<file path="src/rsa_pkg.sv">
// Package for the rational sum accumulator: widths, status codes and sequencer states.
// Depends on nothing; used by rational_sum_accumulator_top.
package rsa_pkg;

  localparam int unsigned DefValueWidth = 32;
  localparam int unsigned InWidth       = 32;
  localparam int unsigned ProdWidth     = 64;
  localparam int unsigned CntWidth      = 7;

  typedef enum logic [1:0] {
    STATUS_OK       = 2'd0,
    STATUS_ZERO_DEN = 2'd1,
    STATUS_OVERFLOW = 2'd2
  } status_e;

  typedef enum logic [3:0] {
    ST_IDLE,
    ST_MUL_A,
    ST_MUL_B,
    ST_MUL_D,
    ST_COMBINE,
    ST_GCD_START,
    ST_GCD_DIV,
    ST_GCD_STEP,
    ST_DIV_NUM,
    ST_DIV_DEN,
    ST_CHECK,
    ST_OUT
  } state_e;

endpackage

</file>
<file path="src/rational_sum_accumulator_top.sv">
// Rational sum accumulator: adds one signed fraction per beat to a running sum and reduces it.
// Depends on rsa_pkg; one shared 64-bit restoring divider and one 32x32 multiplier.
//
// Channel | Direction | Signals
// in      | to block  | in_valid_i, in_stall_o, frac_numerator_i, frac_denominator_i, restart_i
// out     | from block| out_valid_o, out_stall_i, sum_numerator_o, sum_denominator_o, status_o
//
// One beat runs one division per Euclid remainder step and one for each of the two divisions
// by the GCD, plus set-up and control states; a zero denominator is answered at once.
// The bit-serial divider, one quotient bit per cycle, takes most of a beat's time.
// Reset clears the sum to 0/1 and the sequencer to idle.
// The input is stalled while a beat is being worked on or its result waits to be taken.
module rational_sum_accumulator_top #(
  parameter int unsigned VALUE_WIDTH = rsa_pkg::DefValueWidth
) (
  input  logic        clk_i,
  input  logic        rst_ni,
  input  logic        in_valid_i,
  output logic        in_stall_o,
  input  logic signed [rsa_pkg::InWidth-1:0] frac_numerator_i,
  input  logic signed [rsa_pkg::InWidth-1:0] frac_denominator_i,
  input  logic        restart_i,
  output logic        out_valid_o,
  input  logic        out_stall_i,
  output logic signed [rsa_pkg::InWidth-1:0] sum_numerator_o,
  output logic [rsa_pkg::InWidth-2:0]        sum_denominator_o,
  output logic [1:0]  status_o
);
  import rsa_pkg::*;

  localparam logic [ProdWidth-1:0] LimitMag = ProdWidth'(1) << (VALUE_WIDTH - 1);

  state_e state_q, state_d;
  logic signed [InWidth-1:0] acc_num_q, acc_num_d;
  logic [InWidth-1:0] acc_den_q, acc_den_d;
  logic nneg_q, nneg_d, dneg_q, dneg_d, rneg_q, rneg_d;
  logic [InWidth-1:0] nmag_q, nmag_d, dmag_q, dmag_d;
  logic [ProdWidth-1:0] amag_q, amag_d, bmag_q, bmag_d, rmag_q, rmag_d, rden_q, rden_d;
  logic [ProdWidth-1:0] x_q, x_d, y_q, y_d;
  logic [ProdWidth-1:0] quo_q, quo_d, rem_q, rem_d, dvd_q, dvd_d, dvs_q, dvs_d;
  logic [CntWidth-1:0] cnt_q, cnt_d;
  logic div_run_q, div_run_d;
  logic [1:0] status_q, status_d;
  logic out_valid_q, out_valid_d;

  logic [InWidth-1:0] mul_a, mul_b;
  logic [ProdWidth-1:0] mul_p;
  logic [ProdWidth:0] rem_sh;
  logic [ProdWidth:0] rem_sub;
  logic aneg;
  logic [InWidth-1:0] amag32;

  assign mul_p = ProdWidth'(mul_a) * ProdWidth'(mul_b);
  assign rem_sh = {rem_q, dvd_q[ProdWidth-1]};
  assign rem_sub = rem_sh - {1'b0, dvs_q};
  assign aneg = acc_num_q[InWidth-1];
  assign amag32 = aneg ? (~acc_num_q + 1'b1) : acc_num_q;

  always_ff @(posedge clk_i or negedge rst_ni) begin
    if (!rst_ni) begin
      state_q <= ST_IDLE;
      acc_num_q <= '0;
      acc_den_q <= InWidth'(1);
      out_valid_q <= 1'b0;
      div_run_q <= 1'b0;
      cnt_q <= '0;
    end else begin
      state_q <= state_d;
      acc_num_q <= acc_num_d;
      acc_den_q <= acc_den_d;
      out_valid_q <= out_valid_d;
      div_run_q <= div_run_d;
      cnt_q <= cnt_d;
    end
  end

  always_ff @(posedge clk_i) begin
    nneg_q <= nneg_d; dneg_q <= dneg_d; rneg_q <= rneg_d;
    nmag_q <= nmag_d; dmag_q <= dmag_d;
    amag_q <= amag_d; bmag_q <= bmag_d; rmag_q <= rmag_d; rden_q <= rden_d;
    x_q <= x_d; y_q <= y_d;
    quo_q <= quo_d; rem_q <= rem_d; dvd_q <= dvd_d; dvs_q <= dvs_d;
    status_q <= status_d;
  end

  always_comb begin
    state_d = state_q;
    acc_num_d = acc_num_q; acc_den_d = acc_den_q;
    nneg_d = nneg_q; dneg_d = dneg_q; rneg_d = rneg_q;
    nmag_d = nmag_q; dmag_d = dmag_q;
    amag_d = amag_q; bmag_d = bmag_q; rmag_d = rmag_q; rden_d = rden_q;
    x_d = x_q; y_d = y_q;
    quo_d = quo_q; rem_d = rem_q; dvd_d = dvd_q; dvs_d = dvs_q;
    cnt_d = cnt_q; div_run_d = div_run_q;
    status_d = status_q;
    out_valid_d = out_valid_q;
    mul_a = '0; mul_b = '0;

    if (div_run_q) begin
      if (rem_sub[ProdWidth]) begin
        rem_d = rem_sh[ProdWidth-1:0];
        quo_d = {quo_q[ProdWidth-2:0], 1'b0};
      end else begin
        rem_d = rem_sub[ProdWidth-1:0];
        quo_d = {quo_q[ProdWidth-2:0], 1'b1};
      end
      dvd_d = {dvd_q[ProdWidth-2:0], 1'b0};
      cnt_d = cnt_q - 1'b1;
      if (cnt_q == CntWidth'(1)) div_run_d = 1'b0;
    end else begin
      case (state_q)
        ST_IDLE: begin
          if (in_valid_i) begin
            if (restart_i) begin
              acc_num_d = '0;
              acc_den_d = InWidth'(1);
            end
            nneg_d = frac_numerator_i[InWidth-1];
            dneg_d = frac_denominator_i[InWidth-1];
            nmag_d = nneg_d ? (~frac_numerator_i + 1'b1) : frac_numerator_i;
            dmag_d = dneg_d ? (~frac_denominator_i + 1'b1) : frac_denominator_i;
            if (frac_denominator_i == '0) begin
              status_d = STATUS_ZERO_DEN;
              state_d = ST_OUT;
              out_valid_d = 1'b1;
            end else begin
              state_d = ST_MUL_A;
            end
          end
        end
        ST_MUL_A: begin
          mul_a = amag32; mul_b = dmag_q;
          amag_d = mul_p;
          state_d = ST_MUL_B;
        end
        ST_MUL_B: begin
          mul_a = nmag_q; mul_b = acc_den_q;
          bmag_d = mul_p;
          state_d = ST_MUL_D;
        end
        ST_MUL_D: begin
          mul_a = acc_den_q; mul_b = dmag_q;
          rden_d = mul_p;
          state_d = ST_COMBINE;
        end
        ST_COMBINE: begin
          if (aneg == (nneg_q != dneg_q)) begin
            rneg_d = aneg; rmag_d = amag_q + bmag_q;
          end else if (amag_q >= bmag_q) begin
            rneg_d = aneg; rmag_d = amag_q - bmag_q;
          end else begin
            rneg_d = ~aneg; rmag_d = bmag_q - amag_q;
          end
          state_d = ST_GCD_START;
        end
        ST_GCD_START: begin
          if (rmag_q == '0) begin
            rneg_d = 1'b0;
            rden_d = ProdWidth'(1);
            state_d = ST_CHECK;
          end else begin
            x_d = rmag_q; y_d = rden_q;
            state_d = ST_GCD_DIV;
          end
        end
        ST_GCD_DIV: begin
          if (y_q == '0) begin
            dvd_d = rmag_q; dvs_d = x_q; rem_d = '0; quo_d = '0;
            cnt_d = CntWidth'(ProdWidth); div_run_d = 1'b1;
            state_d = ST_DIV_NUM;
          end else begin
            dvd_d = x_q; dvs_d = y_q; rem_d = '0; quo_d = '0;
            cnt_d = CntWidth'(ProdWidth); div_run_d = 1'b1;
            state_d = ST_GCD_STEP;
          end
        end
        ST_GCD_STEP: begin
          x_d = y_q; y_d = rem_q;
          state_d = ST_GCD_DIV;
        end
        ST_DIV_NUM: begin
          rmag_d = quo_q;
          dvd_d = rden_q; dvs_d = x_q; rem_d = '0; quo_d = '0;
          cnt_d = CntWidth'(ProdWidth); div_run_d = 1'b1;
          state_d = ST_DIV_DEN;
        end
        ST_DIV_DEN: begin
          rden_d = quo_q;
          state_d = ST_CHECK;
        end
        ST_CHECK: begin
          if (rden_q >= LimitMag || (rneg_q ? rmag_q > LimitMag : rmag_q >= LimitMag)) begin
            status_d = STATUS_OVERFLOW;
          end else begin
            status_d = STATUS_OK;
            acc_num_d = rneg_q ? (~rmag_q[InWidth-1:0] + 1'b1) : rmag_q[InWidth-1:0];
            acc_den_d = rden_q[InWidth-1:0];
          end
          out_valid_d = 1'b1;
          state_d = ST_OUT;
        end
        ST_OUT: begin
          if (!out_stall_i) begin
            out_valid_d = 1'b0;
            state_d = ST_IDLE;
          end
        end
        default: state_d = ST_IDLE;
      endcase
    end
  end

  assign in_stall_o = (state_q != ST_IDLE);
  assign out_valid_o = out_valid_q;
  assign sum_numerator_o = acc_num_q;
  assign sum_denominator_o = acc_den_q[InWidth-2:0];
  assign status_o = status_q;

endmodule
</file>
<file path="config.mk">
export PLATFORM = sky130hd
export DESIGN_NAME = rational_sum_accumulator_top
export DESIGN_NICKNAME = d
export VERILOG_FILES = /design/src/rsa_pkg.sv /design/src/rational_sum_accumulator_top.sv
export SDC_FILE = /design/constraint.sdc
export NUM_CORES = 2
export LEC_CHECK = 0
export ABC_CLOCK_PERIOD_IN_PS = 21800
export BUFFER_PORTS_ARGS = -buffer_cell sky130_fd_sc_hd__buf_4
export CORE_MARGIN = 3
export CORE_UTILIZATION = 50
export DETAILED_ROUTE_END_ITERATION = 8
export GPL_TIMING_DRIVEN = 0
export PLACE_DENSITY_LB_ADDON = 0.2
export RECOVER_POWER = 100
export SLEW_MARGIN = 30
export SYNTH_ARGS = -nofsm -noshare
export SYNTH_HDL_FRONTEND = slang
export SYNTH_SLANG_ARGS = --single-unit
</file>
<file path="constraint.sdc">
create_clock -name clk_i -period 21.8 [get_ports clk_i]
set_input_delay 3.27 -clock clk_i [delete_from_list [all_inputs] [get_ports clk_i]]
set_output_delay 3.27 -clock clk_i [all_outputs]
set_load 0.005 [all_outputs]
</file>
* After elaboration in Yosys (flattened, before gate mapping) *
Cells that the tools add are included.

operators by class
  $add $sub $neg = 9
  multipliers = 1
  order comparisons = 4
  equal/unequal tests = 21
  mux-type cells = 59
  bitwise logic cells = 6
  reduce and logical (&&, ||, !) cells = 29

operator list
  cell                                                    count
  2-to-1 mux 64 bit                                       12
  case mux 64 bit (2 select lines)                        5
  2-to-1 mux 32 bit                                       10
  case mux 32 bit (2 select lines)                        3
  case mux 64 bit (3 select lines)                        1
  adder 32 x 1 -> 32 bit (second input constant)          4
  >= comparator 64 x 32 -> 1 bit (second input constant)  2
  zero test 64 bit                                        2
  NOT 32 bit                                              4
  subtractor 64 bit                                       2
  case mux 32 bit (3 select lines)                        1
  subtractor 65 x 64 -> 65 bit                            1
  adder 64 bit                                            1
  >= comparator 64 bit                                    1
  > comparator 64 x 32 -> 1 bit (second input constant)   1
  multiplier 32 x 32 -> 64 bit                            1
  2-to-1 mux 31 bit                                       2
  case mux 4 bit (12 select lines)                        1
  zero test 32 bit                                        1
  2-to-1 mux 4 bit                                        5
  equality test 4 x 3 -> 1 bit (second input constant)    4
  equality test 4 bit (second input constant)             4
  AND reduction 3 bit                                     5
  2-to-1 mux 7 bit                                        2
  other kinds (22)                                        54

storage, ports and cells
  register bits after elaboration = 786
  input port bits = 69
  output and inout port bits = 67
  word-level logic and storage cells = 154

* Logic depth before layout (Yosys ltp) *
  word-level depth = 7
  depth in mapped cells = 41
  mapped depth without buffers = 39

* Least setup slack after synthesis *
Ideal clock, no wire load.

  path kind = register to register
  from = register rmag_q[0]
  to = register x_q[0] (enable)
  setup time = 1.295 ns
  arrival time = 21.027 ns
  slack = -0.522 ns
  stages on the path, launching flop included = 11
  period minus slack after synthesis = 22.322 ns
  cells stage by stage = edfxtp_1 inv_1 ha_1 nand4_1 nor4_1 nand2_1 or3_1 nor2_1 nand3b_1 inv_1 a2111oi_0

on the way
  word-level cells in the longest chain between the ends = 3

ends and longest elaborated chain
  element                               line                                 text
  start: declaration                    rational_sum_accumulator_top.sv:38   logic [ProdWidth-1:0] amag_q, amag_d, bmag_q, bmag_d, rmag_q, rmag_d, rden_q, rden_d;
  start signal: assignment              rational_sum_accumulator_top.sv:80   amag_q <= amag_d; bmag_q <= bmag_d; rmag_q <= rmag_d; rden_q <= rden_d;
  zero test 64 bit                      rational_sum_accumulator_top.sv:157  if (rmag_q == '0) begin
  != test 2 bit (no source line)        n/a
  AND reduction 3 bit (no source line)  n/a
  end signal: assignment                rational_sum_accumulator_top.sv:81   x_q <= x_d; y_q <= y_d;
  end: declaration                      rational_sum_accumulator_top.sv:39   logic [ProdWidth-1:0] x_q, x_d, y_q, y_d;

Every way passes these cells.
A chain may end at the register's enable or synchronous reset.

* Worst setup path after layout *
  from = register acc_num_q[0] (netlist: sum_numerator_o[0])
  to = register amag_q[63], data pin

on the way
  word-level cells in the longest chain between the ends = 6

ends and longest elaborated chain
  element                             line                                 text
  start: declaration                  rational_sum_accumulator_top.sv:34   logic signed [InWidth-1:0] acc_num_q, acc_num_d;
  start signal: assignment            rational_sum_accumulator_top.sv:69   acc_num_q <= acc_num_d;
  NOT 32 bit                          rational_sum_accumulator_top.sv:57   assign amag32 = aneg ? (~acc_num_q + 1'b1) : acc_num_q;
  adder 32 x 1 -> 32 bit              rational_sum_accumulator_top.sv:57
  2-to-1 mux 32 bit *                 rational_sum_accumulator_top.sv:57
  case mux 32 bit (3 select lines) *  rational_sum_accumulator_top.sv:111  case (state_q)
  2-to-1 mux 32 bit *                 rational_sum_accumulator_top.sv:99   if (div_run_q) begin
  multiplier 32 x 32 -> 64 bit *      rational_sum_accumulator_top.sv:53   assign mul_p = ProdWidth'(mul_a) * ProdWidth'(mul_b);
  named net mul_p[63]                 rational_sum_accumulator_top.sv:47   logic [ProdWidth-1:0] mul_p;
  end signal: assignment              rational_sum_accumulator_top.sv:80
  end: declaration                    rational_sum_accumulator_top.sv:38

Mark *: on every way through the listed nets, which the timed path passes. The rest lies on a longest branch.

==> reports/metrics.cfg <==
[die]
start_util_pct = 50.5
die_h_um = 412
die-area_mm2 = 0.170
ios = 136
die_w_um = 412
num_rows = 148
core_area_mm2 = 0.164

[sta]
tightest_slew_ns = 4.64
setup_viol = 0
rsz0062_at_grt = false
maxSlewHeadroom_pct = -209
finalSetupTns_ns = 0
fin_skew_ns = 0.0395
hold_viol_final = 0
postLayoutSetupSlackWorst_ns = 6.18
slew_viol_final = 356
fmax_ghz = 0.0640
period_needed_ns = 15.62
min_period_over_period_pct = 71.7

[synth]
synthTopCellsByArea = edfxtp_1 (26%), fa_1 (22%), ha_1 (7.9%), inv_1 (5.4%), nor2_1 (4.7%)
synth_edf_count = 708
syn-num-nets = 10275
synthCells = 8783
ys.flop_type = edfxtp_1
ys_seq_area_share_pct = 28.1
synth_top_area_cell = edfxtp_1
async_flop_share_pct = 9.80
synth-warning-count = 0
syn_area_per_cell_um2 = 9.41
synth_area_mm2 = 0.0826
synth_top_area_share_pct = 25.7
synth_seq_cells = 786
synth_cell_types = 95

[worst_setup_path]
cp.depth = 36
slowest_delay_ns = 1.21
end_kind = flop
worstPathMaxFanout = 10
worstRegToRegCells = 36
required_ns = 22.11
worst-path-buf-inv = 5
worstSetupPathType = reg -> reg
arrival_ns = 15.93
critPathSlowestCell = a211oi_1
path_delay_family = compound AO/OA/AOI/OAI gates
start_kind = flop
cp_common_cell = fa_1

[clock_network]
clockRootBuffer = clkbuf_16
cts_buffers = 81
post_cts.repair.setup_buffers = 0
clk_pin_slew_ns = 0.08
cts_tree = done
cts_hold_buf = 0
h-tree-depth = 3
cts.repair.resized = 0
clk_latency_ns = 0.70
clkSinkCount = 786
cts_max_path_buffers = 3

[layout]
final_net_count = 10571
syn_to_final_growth_pct = 8.44
drive_gt1_share_pct = 6.56
stdcell_area_mm2 = 0.0896
final_util_pct = 54.8

[place]
io_buffers = 135
dpl_cell_area_mm2 = 0.0876
post-place-ws_ns = 7.40
hpwl_um = 276000
gp_congestion = 1.07

[power_and_ir_drop]
leakage_nw = 38.6
ir_drop_mv = 0.0476
total_power_mw = 3.15
powerDensity_mw_per_mm2 = 35.2

[status]
status = complete, but fails checks
violations = capacitance limit, slew limit

[routing]
via_count = 70424
wl_per_cell_um = 29.3
final_antenna_net_count = 0
drc_errors = 0
drtIter0Drc = 8286
routed_wl_um = 332000
via_per_inst = 6.21
first_pass_iters = 8

[min_path]
min_path_cells = 2
hold_class = reg -> reg

[global_route]
grt_pass1_wl_um = 477000
grt_overflow = 0
first_global_vias = 69342
grt_antenna_before_repair = 38
grt_max_degree = 78
grtUsageTotal_pct = 38.8

[job]
drv_cap = 14

==> layout make-up <==
class | count | area [um^2]
Clock buffer | 104 | 2260
Inverter | 1200 | 4500
Fill cell | 14978 | 73900
Sequential cell | 786 | 23200
Clock inverter | 45 | 558
Tap cell | 2175 | 2720
Buffer | 505 | 2050
Multi-Input combinational cell | 6292 | 52900
Antenna cell | 16 | 40.0
Timing Repair Buffer | 213 | 1310
==> cell usage after synthesis, types with 20 or more instances <==
cell type	instances
a211oi_1	50
a21o_1	130
a21oi_1	508
a22o_1	121
a22oi_1	69
a31oi_1	41
and2_1	81
and3_1	27
buf_1	36
buf_2	21
buf_4	36
clkbuf_1	411
dfrtp_1	76
edfxtp_1	708
fa_1	900
ha_1	523
inv_1	1198
mux2_2	196
mux2i_1	125
nand2_1	845
nand2b_1	47
nand3_1	70
nand4_1	82
nor2_1	1026
nor2b_1	35
nor3_1	85
nor4_1	68
o211ai_1	36
o21a_1	53
o21ai_0	359
o21ai_1	21
o21bai_1	98
o31ai_1	73
o41ai_1	20
or2_2	38
or3_1	39
or4_1	22
xnor2_1	230
xor2_1	71
==> flip-flops by register name, summed over array words and instances, names as in the netlist, 64 cells and up <==
| name | count |
|---|---|
| amag_q | 64 |
| bmag_q | 64 |
| dvd_q | 64 |
| dvs_q | 64 |
| quo_q | 64 |
| rden_q | 64 |
| rem_q | 64 |
| rmag_q | 64 |
| x_q | 64 |
| y_q | 64 |
==> per-layer routing <==
| metal | vias to the layer above | global-route usage [%] | part of all wire [%] |
|---|---|---|---|
| li1 | 30017 | - | - |
| met5 | - | 0 | 0.066 |
| met2 | 4139 | 58.9 | 44 |
| met4 | 32 | 24.2 | 7.9 |
| met1 | 35138 | 49.1 | 37 |
| met3 | 1098 | 10.7 | 11 |
==> path summary, 6_finish.rpt <==
check / from / to / slack, ns
max in group asynchronous: rst_ni / cnt_q[3] / 14.94
max: sum_numerator_o[0] / amag_q[63] / 6.18
max reg2reg: sum_numerator_o[0] / amag_q[63] / 6.18
min reg2reg: dvd_q[0] / dvd_q[0] / 0.50
min: dvd_q[0] / dvd_q[0] / 0.50
min in group asynchronous: rst_ni / acc_den_q[5] / 4.22
==> kinds of logic (layout without fill, tap and decap cells) <==
group,after synthesis,count (layout),synth area share [%]
AND/OR/NAND/NOR,2514,2514,13.3
AO/OA/AOI/OAI,1732,1732,13.5
buffers and inverters,1705,2067,7.95
adder cells (fa/ha/maj),1423,1423,29.7
flip-flops,786,786,28.1
multiplexers,321,321,4.19
XOR/XNOR,302,302,3.21
other,0,16,0
==> worst register-to-register path: cells and delay by family, from the launching register on <==
family,cells,cell delay [ns]
compound gates,11,5.32
fa+ha+maj,10,4.66
simple gates,8,2.20
buf+inv,5,1.30
xor+xnor,2,1.29
flops,1,0.46
==> placed cells by master, fill, tap and decap left out, drive strengths merged, types with 231 or more instances in the layout <==
master and count:
edfxtp 708, xnor2 231, ha 523, nand2 845, fa 900, nor2 1026, o21ai 381, clkbuf 676
a21oi 509, inv 1204
==> power breakdown <==
group / leakage, nW / internal [mW] / total (mW) / switching, mW
clock network: 1.35 / 0.839 / 1.49 / 0.650
logic: 29.6 / 0.0167 / 0.0375 / 0.0207
registers: 7.66 / 1.62 / 1.62 / 0
==> stage by stage <==
step / hold slack, ns / instances
6_report: 0.504 / 11336
5_1_grt: 0.527 / 11320
4_1_cts: 0.497 / 11318
3_5_place_dp: 0.487 / 11169
3_3_place_gp: 0.474 / 11093
2_1_floorplan: 0.457 / 8783
(Power assumes the default switching activity.)
